### config.mk
export PLATFORM = sky130hd
export DESIGN_NAME = dns_query_header_parser_flat
export DESIGN_NICKNAME = d
export VERILOG_FILES = /design/src/rtl/dnsq_pkg.sv /design/src/rtl/dnsq_in_if.sv /design/src/rtl/dnsq_out_if.sv /design/src/rtl/dns_query_header_parser.sv /design/src/flat_wrapper.sv
export SDC_FILE = /design/constraint.sdc
export NUM_CORES = 1
export LEC_CHECK = 0
export CAP_MARGIN = 15
export CORE_MARGIN = 5
export CORE_UTILIZATION = 55
export CTS_BUF_LIST = sky130_fd_sc_hd__clkbuf_16
export DETAILED_ROUTE_END_ITERATION = 7
export DONT_BUFFER_PORTS = 1
export PLACE_DENSITY = 0.67
export SYNTH_ARGS = -nofsm -noshare
export SYNTH_HDL_FRONTEND = slang
export SYNTH_SLANG_ARGS = --single-unit
### constraint.sdc
create_clock -name clk -period 13 [get_ports clk]
set_input_delay 1.95 -clock clk [delete_from_list [all_inputs] [get_ports clk]]
set_output_delay 1.95 -clock clk [all_outputs]
set_load 0.005 [all_outputs]
### src/rtl/dnsq_pkg.sv
`default_nettype none
package dnsq_pkg;

  // parse phases
  typedef enum logic [2:0] {
    PH_HEADER = 3'd0,
    PH_LEN    = 3'd1,
    PH_CHARS  = 3'd2,
    PH_QUEST  = 3'd3,
    PH_SKIP   = 3'd4
  } phase_t;

  localparam int unsigned HDR_WORDS    = 6;
  localparam int unsigned QST_WORDS    = 2;
  localparam logic [3:0]  HDR_LAST_IDX = 4'd11;
  localparam logic [3:0]  QST_LAST_IDX = 4'd3;
  localparam logic [7:0]  DOT_CHAR     = 8'h2E;

  localparam logic STATUS_OK    = 1'b0;
  localparam logic STATUS_TRUNC = 1'b1;

  // big-endian byte placement: even position is the high byte
  function automatic logic [15:0] put_byte(input logic [15:0] word,
                                           input logic        odd_pos,
                                           input logic [7:0]  b);
    logic [15:0] res;
    if (odd_pos) begin
      res = {word[15:8], b};
    end else begin
      res = {b, word[7:0]};
    end
    return res;
  endfunction

endpackage
`default_nettype wire

### src/rtl/dnsq_in_if.sv
`default_nettype none
interface dnsq_in_if;
  logic       valid;
  logic       ready;
  logic [7:0] packet_byte;
  logic       last_byte;

  modport source (output valid, output packet_byte, output last_byte, input ready);
  modport sink   (input valid, input packet_byte, input last_byte, output ready);
endinterface
`default_nettype wire

### src/rtl/dnsq_out_if.sv
`default_nettype none
interface dnsq_out_if;
  logic        valid;
  logic        ready;
  logic        char_valid;
  logic [7:0]  name_char;
  logic        done_valid;
  logic        status;
  logic [15:0] query_id;
  logic [15:0] flag_word;
  logic [15:0] question_count;
  logic [15:0] answer_count;
  logic [15:0] authority_count;
  logic [15:0] additional_count;
  logic [15:0] query_type;
  logic [15:0] query_class;

  modport source (
    output valid, input ready,
    output char_valid, output name_char, output done_valid, output status,
    output query_id, output flag_word, output question_count, output answer_count,
    output authority_count, output additional_count,
    output query_type, output query_class
  );
  modport sink (
    input valid, output ready,
    input char_valid, input name_char, input done_valid, input status,
    input query_id, input flag_word, input question_count, input answer_count,
    input authority_count, input additional_count,
    input query_type, input query_class
  );
endinterface
`default_nettype wire

### src/rtl/dns_query_header_parser.sv
// channel   dir  handshake      payload
// in_chan   in   valid/ready    packet_byte[7:0], last_byte
// out_chan  out  valid/ready    char_valid, name_char, done_valid, status, 8 words
//
// one item per cycle sustained while no waiting result is stalled; a result appears in the cycle after its item
// the parse state updates in the accepting cycle, the result sits in an output register
// in_chan.ready drops only while a result waits and out_chan.ready is low
// rst_n is synchronous, active low; it clears parse state and the output valid
// the byte flagged last always returns the parse state to its post-reset values
`default_nettype none
module dns_query_header_parser
  import dnsq_pkg::*;
(
  input  logic       clk,
  input  logic       rst_n,
  dnsq_in_if.sink    in_chan,
  dnsq_out_if.source out_chan
);

  // parse state
  phase_t      phase_r, phase_nxt;
  logic [3:0]  idx_r, idx_nxt;
  logic [7:0]  left_r, left_nxt;
  logic        first_r, first_nxt;
  logic [15:0] hdr_r [HDR_WORDS];
  logic [15:0] hdr_nxt [HDR_WORDS];
  logic [15:0] qst_r [QST_WORDS];
  logic [15:0] qst_nxt [QST_WORDS];

  // output register
  logic        out_valid_r, out_valid_nxt;
  logic        cv_r, dv_r, status_r;
  logic [7:0]  ch_r;
  logic [15:0] hdr_out_r [HDR_WORDS];
  logic [15:0] qst_out_r [QST_WORDS];

  logic       accept;
  logic       cv, dv, ok;
  logic [7:0] ch;
  logic       load;

  assign in_chan.ready = !out_valid_r || out_chan.ready;
  assign accept        = in_chan.valid && in_chan.ready;

  always_comb begin
    phase_nxt = phase_r;
    idx_nxt   = idx_r;
    left_nxt  = left_r;
    first_nxt = first_r;
    hdr_nxt   = hdr_r;
    qst_nxt   = qst_r;
    cv        = 1'b0;
    ch        = 8'h00;
    ok        = 1'b0;
    dv        = 1'b0;

    unique case (phase_r)
      PH_HEADER: begin
        for (int k = 0; k < HDR_WORDS; k++) begin
          if (idx_r[3:1] == 3'(k)) begin
            hdr_nxt[k] = put_byte(hdr_r[k], idx_r[0], in_chan.packet_byte);
          end
        end
        if (idx_r >= HDR_LAST_IDX) begin
          idx_nxt   = 4'd0;
          phase_nxt = PH_LEN;
          first_nxt = 1'b1;
        end else begin
          idx_nxt = idx_r + 4'd1;
        end
      end
      PH_LEN: begin
        if (in_chan.packet_byte == 8'h00) begin
          // zero length closes the name
          phase_nxt = PH_QUEST;
          idx_nxt   = 4'd0;
        end else begin
          if (!first_r) begin
            cv = 1'b1;
            ch = DOT_CHAR;
          end
          first_nxt = 1'b0;
          left_nxt  = in_chan.packet_byte;
          phase_nxt = PH_CHARS;
        end
      end
      PH_CHARS: begin
        cv       = 1'b1;
        ch       = in_chan.packet_byte;
        left_nxt = left_r - 8'd1;
        if (left_nxt == 8'd0) begin
          phase_nxt = PH_LEN;
        end
      end
      PH_QUEST: begin
        qst_nxt[idx_r[1]] = put_byte(qst_r[idx_r[1]], idx_r[0], in_chan.packet_byte);
        if (idx_r >= QST_LAST_IDX) begin
          dv        = 1'b1;
          ok        = 1'b1;
          phase_nxt = PH_SKIP;
          idx_nxt   = 4'd0;
        end else begin
          idx_nxt = idx_r + 4'd1;
        end
      end
      default: begin
        // trailing bytes after the question
      end
    endcase

    // early end of packet reports what has been captured
    if (in_chan.last_byte && !ok && phase_nxt != PH_SKIP) begin
      dv = 1'b1;
    end

    load = accept && (cv || dv);
  end

  always_comb begin
    out_valid_nxt = out_valid_r;
    if (load) begin
      out_valid_nxt = 1'b1;
    end else if (out_chan.ready) begin
      out_valid_nxt = 1'b0;
    end
  end

  // parse state registers, back to reset values after the last byte
  always_ff @(posedge clk) begin
    if (!rst_n || (accept && in_chan.last_byte)) begin
      phase_r <= PH_HEADER;
      idx_r   <= 4'd0;
      left_r  <= 8'd0;
      first_r <= 1'b1;
      for (int k = 0; k < HDR_WORDS; k++) begin
        hdr_r[k] <= 16'h0000;
      end
      for (int k = 0; k < QST_WORDS; k++) begin
        qst_r[k] <= 16'h0000;
      end
    end else if (accept) begin
      phase_r <= phase_nxt;
      idx_r   <= idx_nxt;
      left_r  <= left_nxt;
      first_r <= first_nxt;
      hdr_r   <= hdr_nxt;
      qst_r   <= qst_nxt;
    end
  end

  always_ff @(posedge clk) begin
    if (!rst_n) begin
      out_valid_r <= 1'b0;
    end else begin
      out_valid_r <= out_valid_nxt;
    end
  end

  // result payload, unused fields forced to zero
  always_ff @(posedge clk) begin
    if (load) begin
      cv_r     <= cv;
      ch_r     <= cv ? ch : 8'h00;
      dv_r     <= dv;
      status_r <= (dv && !ok) ? STATUS_TRUNC : STATUS_OK;
      for (int k = 0; k < HDR_WORDS; k++) begin
        hdr_out_r[k] <= dv ? hdr_nxt[k] : 16'h0000;
      end
      for (int k = 0; k < QST_WORDS; k++) begin
        qst_out_r[k] <= dv ? qst_nxt[k] : 16'h0000;
      end
    end
  end

  assign out_chan.valid            = out_valid_r;
  assign out_chan.char_valid       = cv_r;
  assign out_chan.name_char        = ch_r;
  assign out_chan.done_valid       = dv_r;
  assign out_chan.status           = status_r;
  assign out_chan.query_id         = hdr_out_r[0];
  assign out_chan.flag_word        = hdr_out_r[1];
  assign out_chan.question_count   = hdr_out_r[2];
  assign out_chan.answer_count     = hdr_out_r[3];
  assign out_chan.authority_count  = hdr_out_r[4];
  assign out_chan.additional_count = hdr_out_r[5];
  assign out_chan.query_type       = qst_out_r[0];
  assign out_chan.query_class      = qst_out_r[1];

endmodule
`default_nettype wire

### src/flat_wrapper.sv
// flat-port wrapper written by rule: the top's interface ports become plain ports
module dns_query_header_parser_flat import dnsq_pkg::*;
  (clk, rst_n, in_chan_valid, in_chan_packet_byte, in_chan_last_byte, in_chan_ready, out_chan_valid, out_chan_ready, out_chan_char_valid, out_chan_name_char, out_chan_done_valid, out_chan_status, out_chan_query_id, out_chan_flag_word, out_chan_question_count, out_chan_answer_count, out_chan_authority_count, out_chan_additional_count, out_chan_query_type, out_chan_query_class);
  dnsq_in_if in_chan_i ();
  dnsq_out_if out_chan_i ();
  input  logic clk;
  input  logic rst_n;
  input wire logic [$bits(in_chan_i.valid)-1:0] in_chan_valid;
  input wire logic [$bits(in_chan_i.packet_byte)-1:0] in_chan_packet_byte;
  input wire logic [$bits(in_chan_i.last_byte)-1:0] in_chan_last_byte;
  output wire logic [$bits(in_chan_i.ready)-1:0] in_chan_ready;
  output wire logic [$bits(out_chan_i.valid)-1:0] out_chan_valid;
  input wire logic [$bits(out_chan_i.ready)-1:0] out_chan_ready;
  output wire logic [$bits(out_chan_i.char_valid)-1:0] out_chan_char_valid;
  output wire logic [$bits(out_chan_i.name_char)-1:0] out_chan_name_char;
  output wire logic [$bits(out_chan_i.done_valid)-1:0] out_chan_done_valid;
  output wire logic [$bits(out_chan_i.status)-1:0] out_chan_status;
  output wire logic [$bits(out_chan_i.query_id)-1:0] out_chan_query_id;
  output wire logic [$bits(out_chan_i.flag_word)-1:0] out_chan_flag_word;
  output wire logic [$bits(out_chan_i.question_count)-1:0] out_chan_question_count;
  output wire logic [$bits(out_chan_i.answer_count)-1:0] out_chan_answer_count;
  output wire logic [$bits(out_chan_i.authority_count)-1:0] out_chan_authority_count;
  output wire logic [$bits(out_chan_i.additional_count)-1:0] out_chan_additional_count;
  output wire logic [$bits(out_chan_i.query_type)-1:0] out_chan_query_type;
  output wire logic [$bits(out_chan_i.query_class)-1:0] out_chan_query_class;
  assign in_chan_i.valid = in_chan_valid;
  assign in_chan_i.packet_byte = in_chan_packet_byte;
  assign in_chan_i.last_byte = in_chan_last_byte;
  assign in_chan_ready = in_chan_i.ready;
  assign out_chan_valid = out_chan_i.valid;
  assign out_chan_i.ready = out_chan_ready;
  assign out_chan_char_valid = out_chan_i.char_valid;
  assign out_chan_name_char = out_chan_i.name_char;
  assign out_chan_done_valid = out_chan_i.done_valid;
  assign out_chan_status = out_chan_i.status;
  assign out_chan_query_id = out_chan_i.query_id;
  assign out_chan_flag_word = out_chan_i.flag_word;
  assign out_chan_question_count = out_chan_i.question_count;
  assign out_chan_answer_count = out_chan_i.answer_count;
  assign out_chan_authority_count = out_chan_i.authority_count;
  assign out_chan_additional_count = out_chan_i.additional_count;
  assign out_chan_query_type = out_chan_i.query_type;
  assign out_chan_query_class = out_chan_i.query_class;
  dns_query_header_parser u_core (.clk(clk), .rst_n(rst_n), .in_chan(in_chan_i), .out_chan(out_chan_i));
endmodule
Word-level counts from Yosys, hierarchy flattened
Memories as Yosys holds them, arrays and structs flattened. Index checks and enable logic that the tools add are counted. Widths: inputs -> output; s select.

Eq/ne operators: 12. $lt $le $gt $ge: 4. Bitwise logic cells: 1. Add/sub/neg operators: 2. Mux-type cells: 58. Reduce and logical (&&, ||, !) cells: 24.

Operators with widths (number): $mux 16 (26); $mux 96 (1); $bwmux 32 (1); $mux 32 (1); $pmux 8 s2 (2); $demux 16 s1 (1); $logic_not 8->1 (2); $mux 8 (2); $mux 1 (13); $eq 3x2->1 const B (4); $mux 4 (3); $pmux 3 s4 (1); $pmux 4 s3 (1); $mux 3 (3); $sub 8x1->8 const B (1); $logic_and 1x1->1 (7); $eq 3x1->1 const B (2); $eq 3x3->1 const B (2); $logic_not 3->1 (2); $mux 6 (1); $reduce_and 3->1 (2); $reduce_bool 2->1 (3); $add 4x1->4 const B (1); $ge 4x2->1 const B (1); other kinds (12) (18).

Memories kept: 2. Bits in registers: 156. Output and inout bits: 141. Bits in writable memories: 128. Bits of input ports: 13. Word-level logic and storage cells: 120.

Memory list: u_core.hdr_out_r (depth 6, bits a word 16, rd ports 6, clocked after Yosys merged registers in 0, wr ports 6, RTL line dns_query_header_parser.sv:34) `logic [15:0] hdr_out_r [HDR_WORDS];`; u_core.qst_out_r (depth 2, bits a word 16, rd ports 2, clocked after Yosys merged registers in 0, wr ports 2, RTL line dns_query_header_parser.sv:35) `logic [15:0] qst_out_r [QST_WORDS];`.

Longest topological paths before layout
Word-level depth: 11. Gate-level depth with buffers: 8. Mapped depth without buffers: 7.

Worst setup path before layout
OpenSTA, ideal clock, no wires.

Kind: input port to flip-flop. Start point: input port in_chan_packet_byte[6]. End point: memory u_core.hdr_out_r[0][0] (enable). Slack: 3.897 ns. Buffers on the path: 0. Data arrival time: 8.463 ns. Library setup time: 0.639 ns. Data required time: 12.361 ns. Stages on the path: 5. Cell sequence: nor4_1 > a211oi_1 > nand2b_1 > a211oi_1 > nor2_1.

RTL lines: from (decl) (RTL line flat_wrapper.sv:9) `input wire logic [$bits(in_chan_i.packet_byte)-1:0] in_chan_packet_byte;`; to (decl) (RTL line dns_query_header_parser.sv:34).

==> metrics.cfg <==
[routing]
firstDrtPassIters = 5
drt-initial-drc-count = 866
drc_errors = 0
final_antenna_net_count = 0
wl_per_cell_um = 19.0
wirelength_um = 29500
vias = 9096
vias_per_cell = 5.85

[place]
io_buffer_count = 0
preCtsSetupSlack_ns = 7.59
routabilityCongestion = 0.834
dpl.hpwl_um = 17100

[sta]
finalCritPeriodShare = 0.376
setup_slack_ns = 8.11
max_freq_mhz = 204
hold_slack_ns = 0.455
final.min_clock_period_ns = 4.89
setup_viol = 0
relSlewSlack = 0.261
worst_slew_pin_slew_ns = 1.11
hold_viol = 0
rsz0062_at_grt = no
finalSetupTns_ns = 0
final.setup_skew_ns = 0.0147
finalMaxSlewViolations = 0

[global_routing]
grt_max_degree = 100
grt_use_total = 0.225
grt_pass1_wl_um = 48000
grt_pass1_vias = 8600
antenna_found_initial = 0
grt-ovfl-total = 0

[clock_network]
cts_root_buf = clkbuf_16
cts_inserted_buffers = 28
postCtsSetupBuffers = 0
clk_latency_ns = 0.54
clock_path_buffers = 3
cts_tree = yes
cts_resized = 0
clkTransAtPathRegs_ns = 0.06
cts_hold_buf = 0
h-tree-depth = 1
cts.sinks = 284

[power_and_ir_drop]
vdd_drop_max_mv = 0.0728
pwr-share-clk = 0.429
leakage_uw = 0.00443
switching_power_uw = 437
p_sw_frac = 0.229
combPwrFrac = 0.058
powerDensity_mw_per_mm2 = 141
p_int_uw = 1470
power_frac_seq = 0.513

[finish]
mostFrequentLayoutCell = nand2_1
num_antenna_cells = 0
nets = 1263
syn2layout_area_growth_pct = 7.99
final_cell_mix = 231 x nand2_1, 197 x a21oi_1, 155 x nand3_1
layout-drive-gt1-share = 0.0693

[hold_path]
hold_class = reg -> reg

[synthesis]
ys_warn_count = 0
synthTopCellsByArea = edfxtp_1 33%, dfxtp_1 23%, mux2i_1 8.4%
netlist.area_leader.share = 0.332
synth-seq-cells = 284
syn_area_per_cell_um2 = 9.59
ys.flop_type = dfxtp_1
netlist_instances = 1309
synthArstFlopShare = 0
synth_edf_count = 139
ys_seq_area_frac = 0.564
yosysUniqueCellTypes = 53
syn-cell-area_mm2 = 0.0126
yosysTopAreaCell = edfxtp_1
synth_nets = 1325

[setup_path]
worstSetupPathType = in -> reg
worstPathMaxFanout = 79
critPathRequiredTime_ns = 13.16
worstPathArrival_ns = 5.05
critPathLaunchType = primary input
end_kind = flip-flop

[floorplan]
core_area_mm2 = 0.0226
boundaryPins = 154
row_count = 55
die_h_um = 161
die_w_um = 161
initial_core_util = 0.556
dieArea_mm2 = 0.0260

[job]
drv_cap = 0

[run_status]
status = finished, final reports clean

[flip-flops by register name, indices dropped and copies added (netlist names), 3 cells and up]
name,flops
u_core.hdr_out_r,96
u_core.idx_r,4
u_core.hdr_r,96
u_core.phase_r,3
u_core.qst_r,32
u_core.out_chan.name_char,8
u_core.left_r,8
u_core.qst_out_r,32
[Yosys cell counts, types with 7 or more instances]
master    number
nor2_1       107
o21ai_0       16
nand3_1      155
and2_1         7
buf_6          8
mux2i_1      105
dfxtp_1      145
edfxtp_1     139
buf_2         39
nand2_1      231
a21oi_1      197
clkbuf_1      57
inv_1          9
[stage by stage]
stage / cells / area, µm² / power [µW] / utilization
6_report: 1554 / 13600 / 1910 / 0.601
4_1_cts: 1552 / 13500 / 1930 / 0.600
5_1_grt: 1554 / 13600 / 1980 / 0.601
3_5_place_dp: 1500 / 12600 / 1110 / 0.558
3_3_place_gp: 1500 / 12600 / 1110 / 0.558
2_1_floorplan: 1309 / 12600 / 1100 / -
[cells by family after synthesis]
kind of cell,after synthesis,share of synthesized area
AOI/OAI and AO/OA,247,0.107
xor gates and xnor gates,3,0.00209
adders and majority gates,3,0.00299
buffers and inverters,120,0.0446
DFF,284,0.564
muxes,105,0.0837
and+or+nand+nor,547,0.196
[worst max-delay path, stage by stage]
cell      delay, ns
nor4_1         0.06
a211oi_1       0.56
nand2b_1       0.21
a211oi_1       0.10
nor2_4         0.68
buf_4          0.55
buf_4          0.80
[cell type report]
class / count / area, µm²
clock buffer: 29 / 726
sequential: 284 / 7080
multi-input combinational: 905 / 5000
tap: 285 / 357
inverter: 9 / 33.8
fill: 1924 / 9010
clock inverter: 23 / 213
timing repair buffer: 19 / 155
[power by group through the flow]
stage | registers, µW | clock network, µW | logic (µW)
6_report | 980 | 820 | 110
5_1_grt | 983 | 879 | 123
4_1_cts | 981 | 835 | 109
3_5_place_dp | 1000 | 0 | 109
3_3_place_gp | 1000 | 0 | 108
2_1_floorplan | 997 | 0 | 98.5
[worst paths after layout]
kind                                              from                 endpoint  slack, ns  cells past startpoint
worst min register to register        u_core.hdr_r[79]         u_core.hdr_r[79]       0.45                      2
worst min-delay path                  u_core.hdr_r[79]         u_core.hdr_r[79]       0.45                      2
worst max register to register       u_core.phase_r[0]  u_core.hdr_out_r[4][13]       8.44                      7
worst max-delay path            in_chan_packet_byte[0]  u_core.hdr_out_r[4][13]       8.11                      7
[layer usage]
metal / up-vias / share of wire / wire (µm) / track usage
met3: 47 / 0.064 / 1880 / 0.0421
met4: 0 / 0.022 / 645 / 0.0644
met5: - / 0 / 0 / 0
met2: 257 / 0.46 / 13700 / 0.352
li1: 4458 / - / - / -
met1: 4334 / 0.45 / 13300 / 0.322
Power figures use the tool's default switching activity.
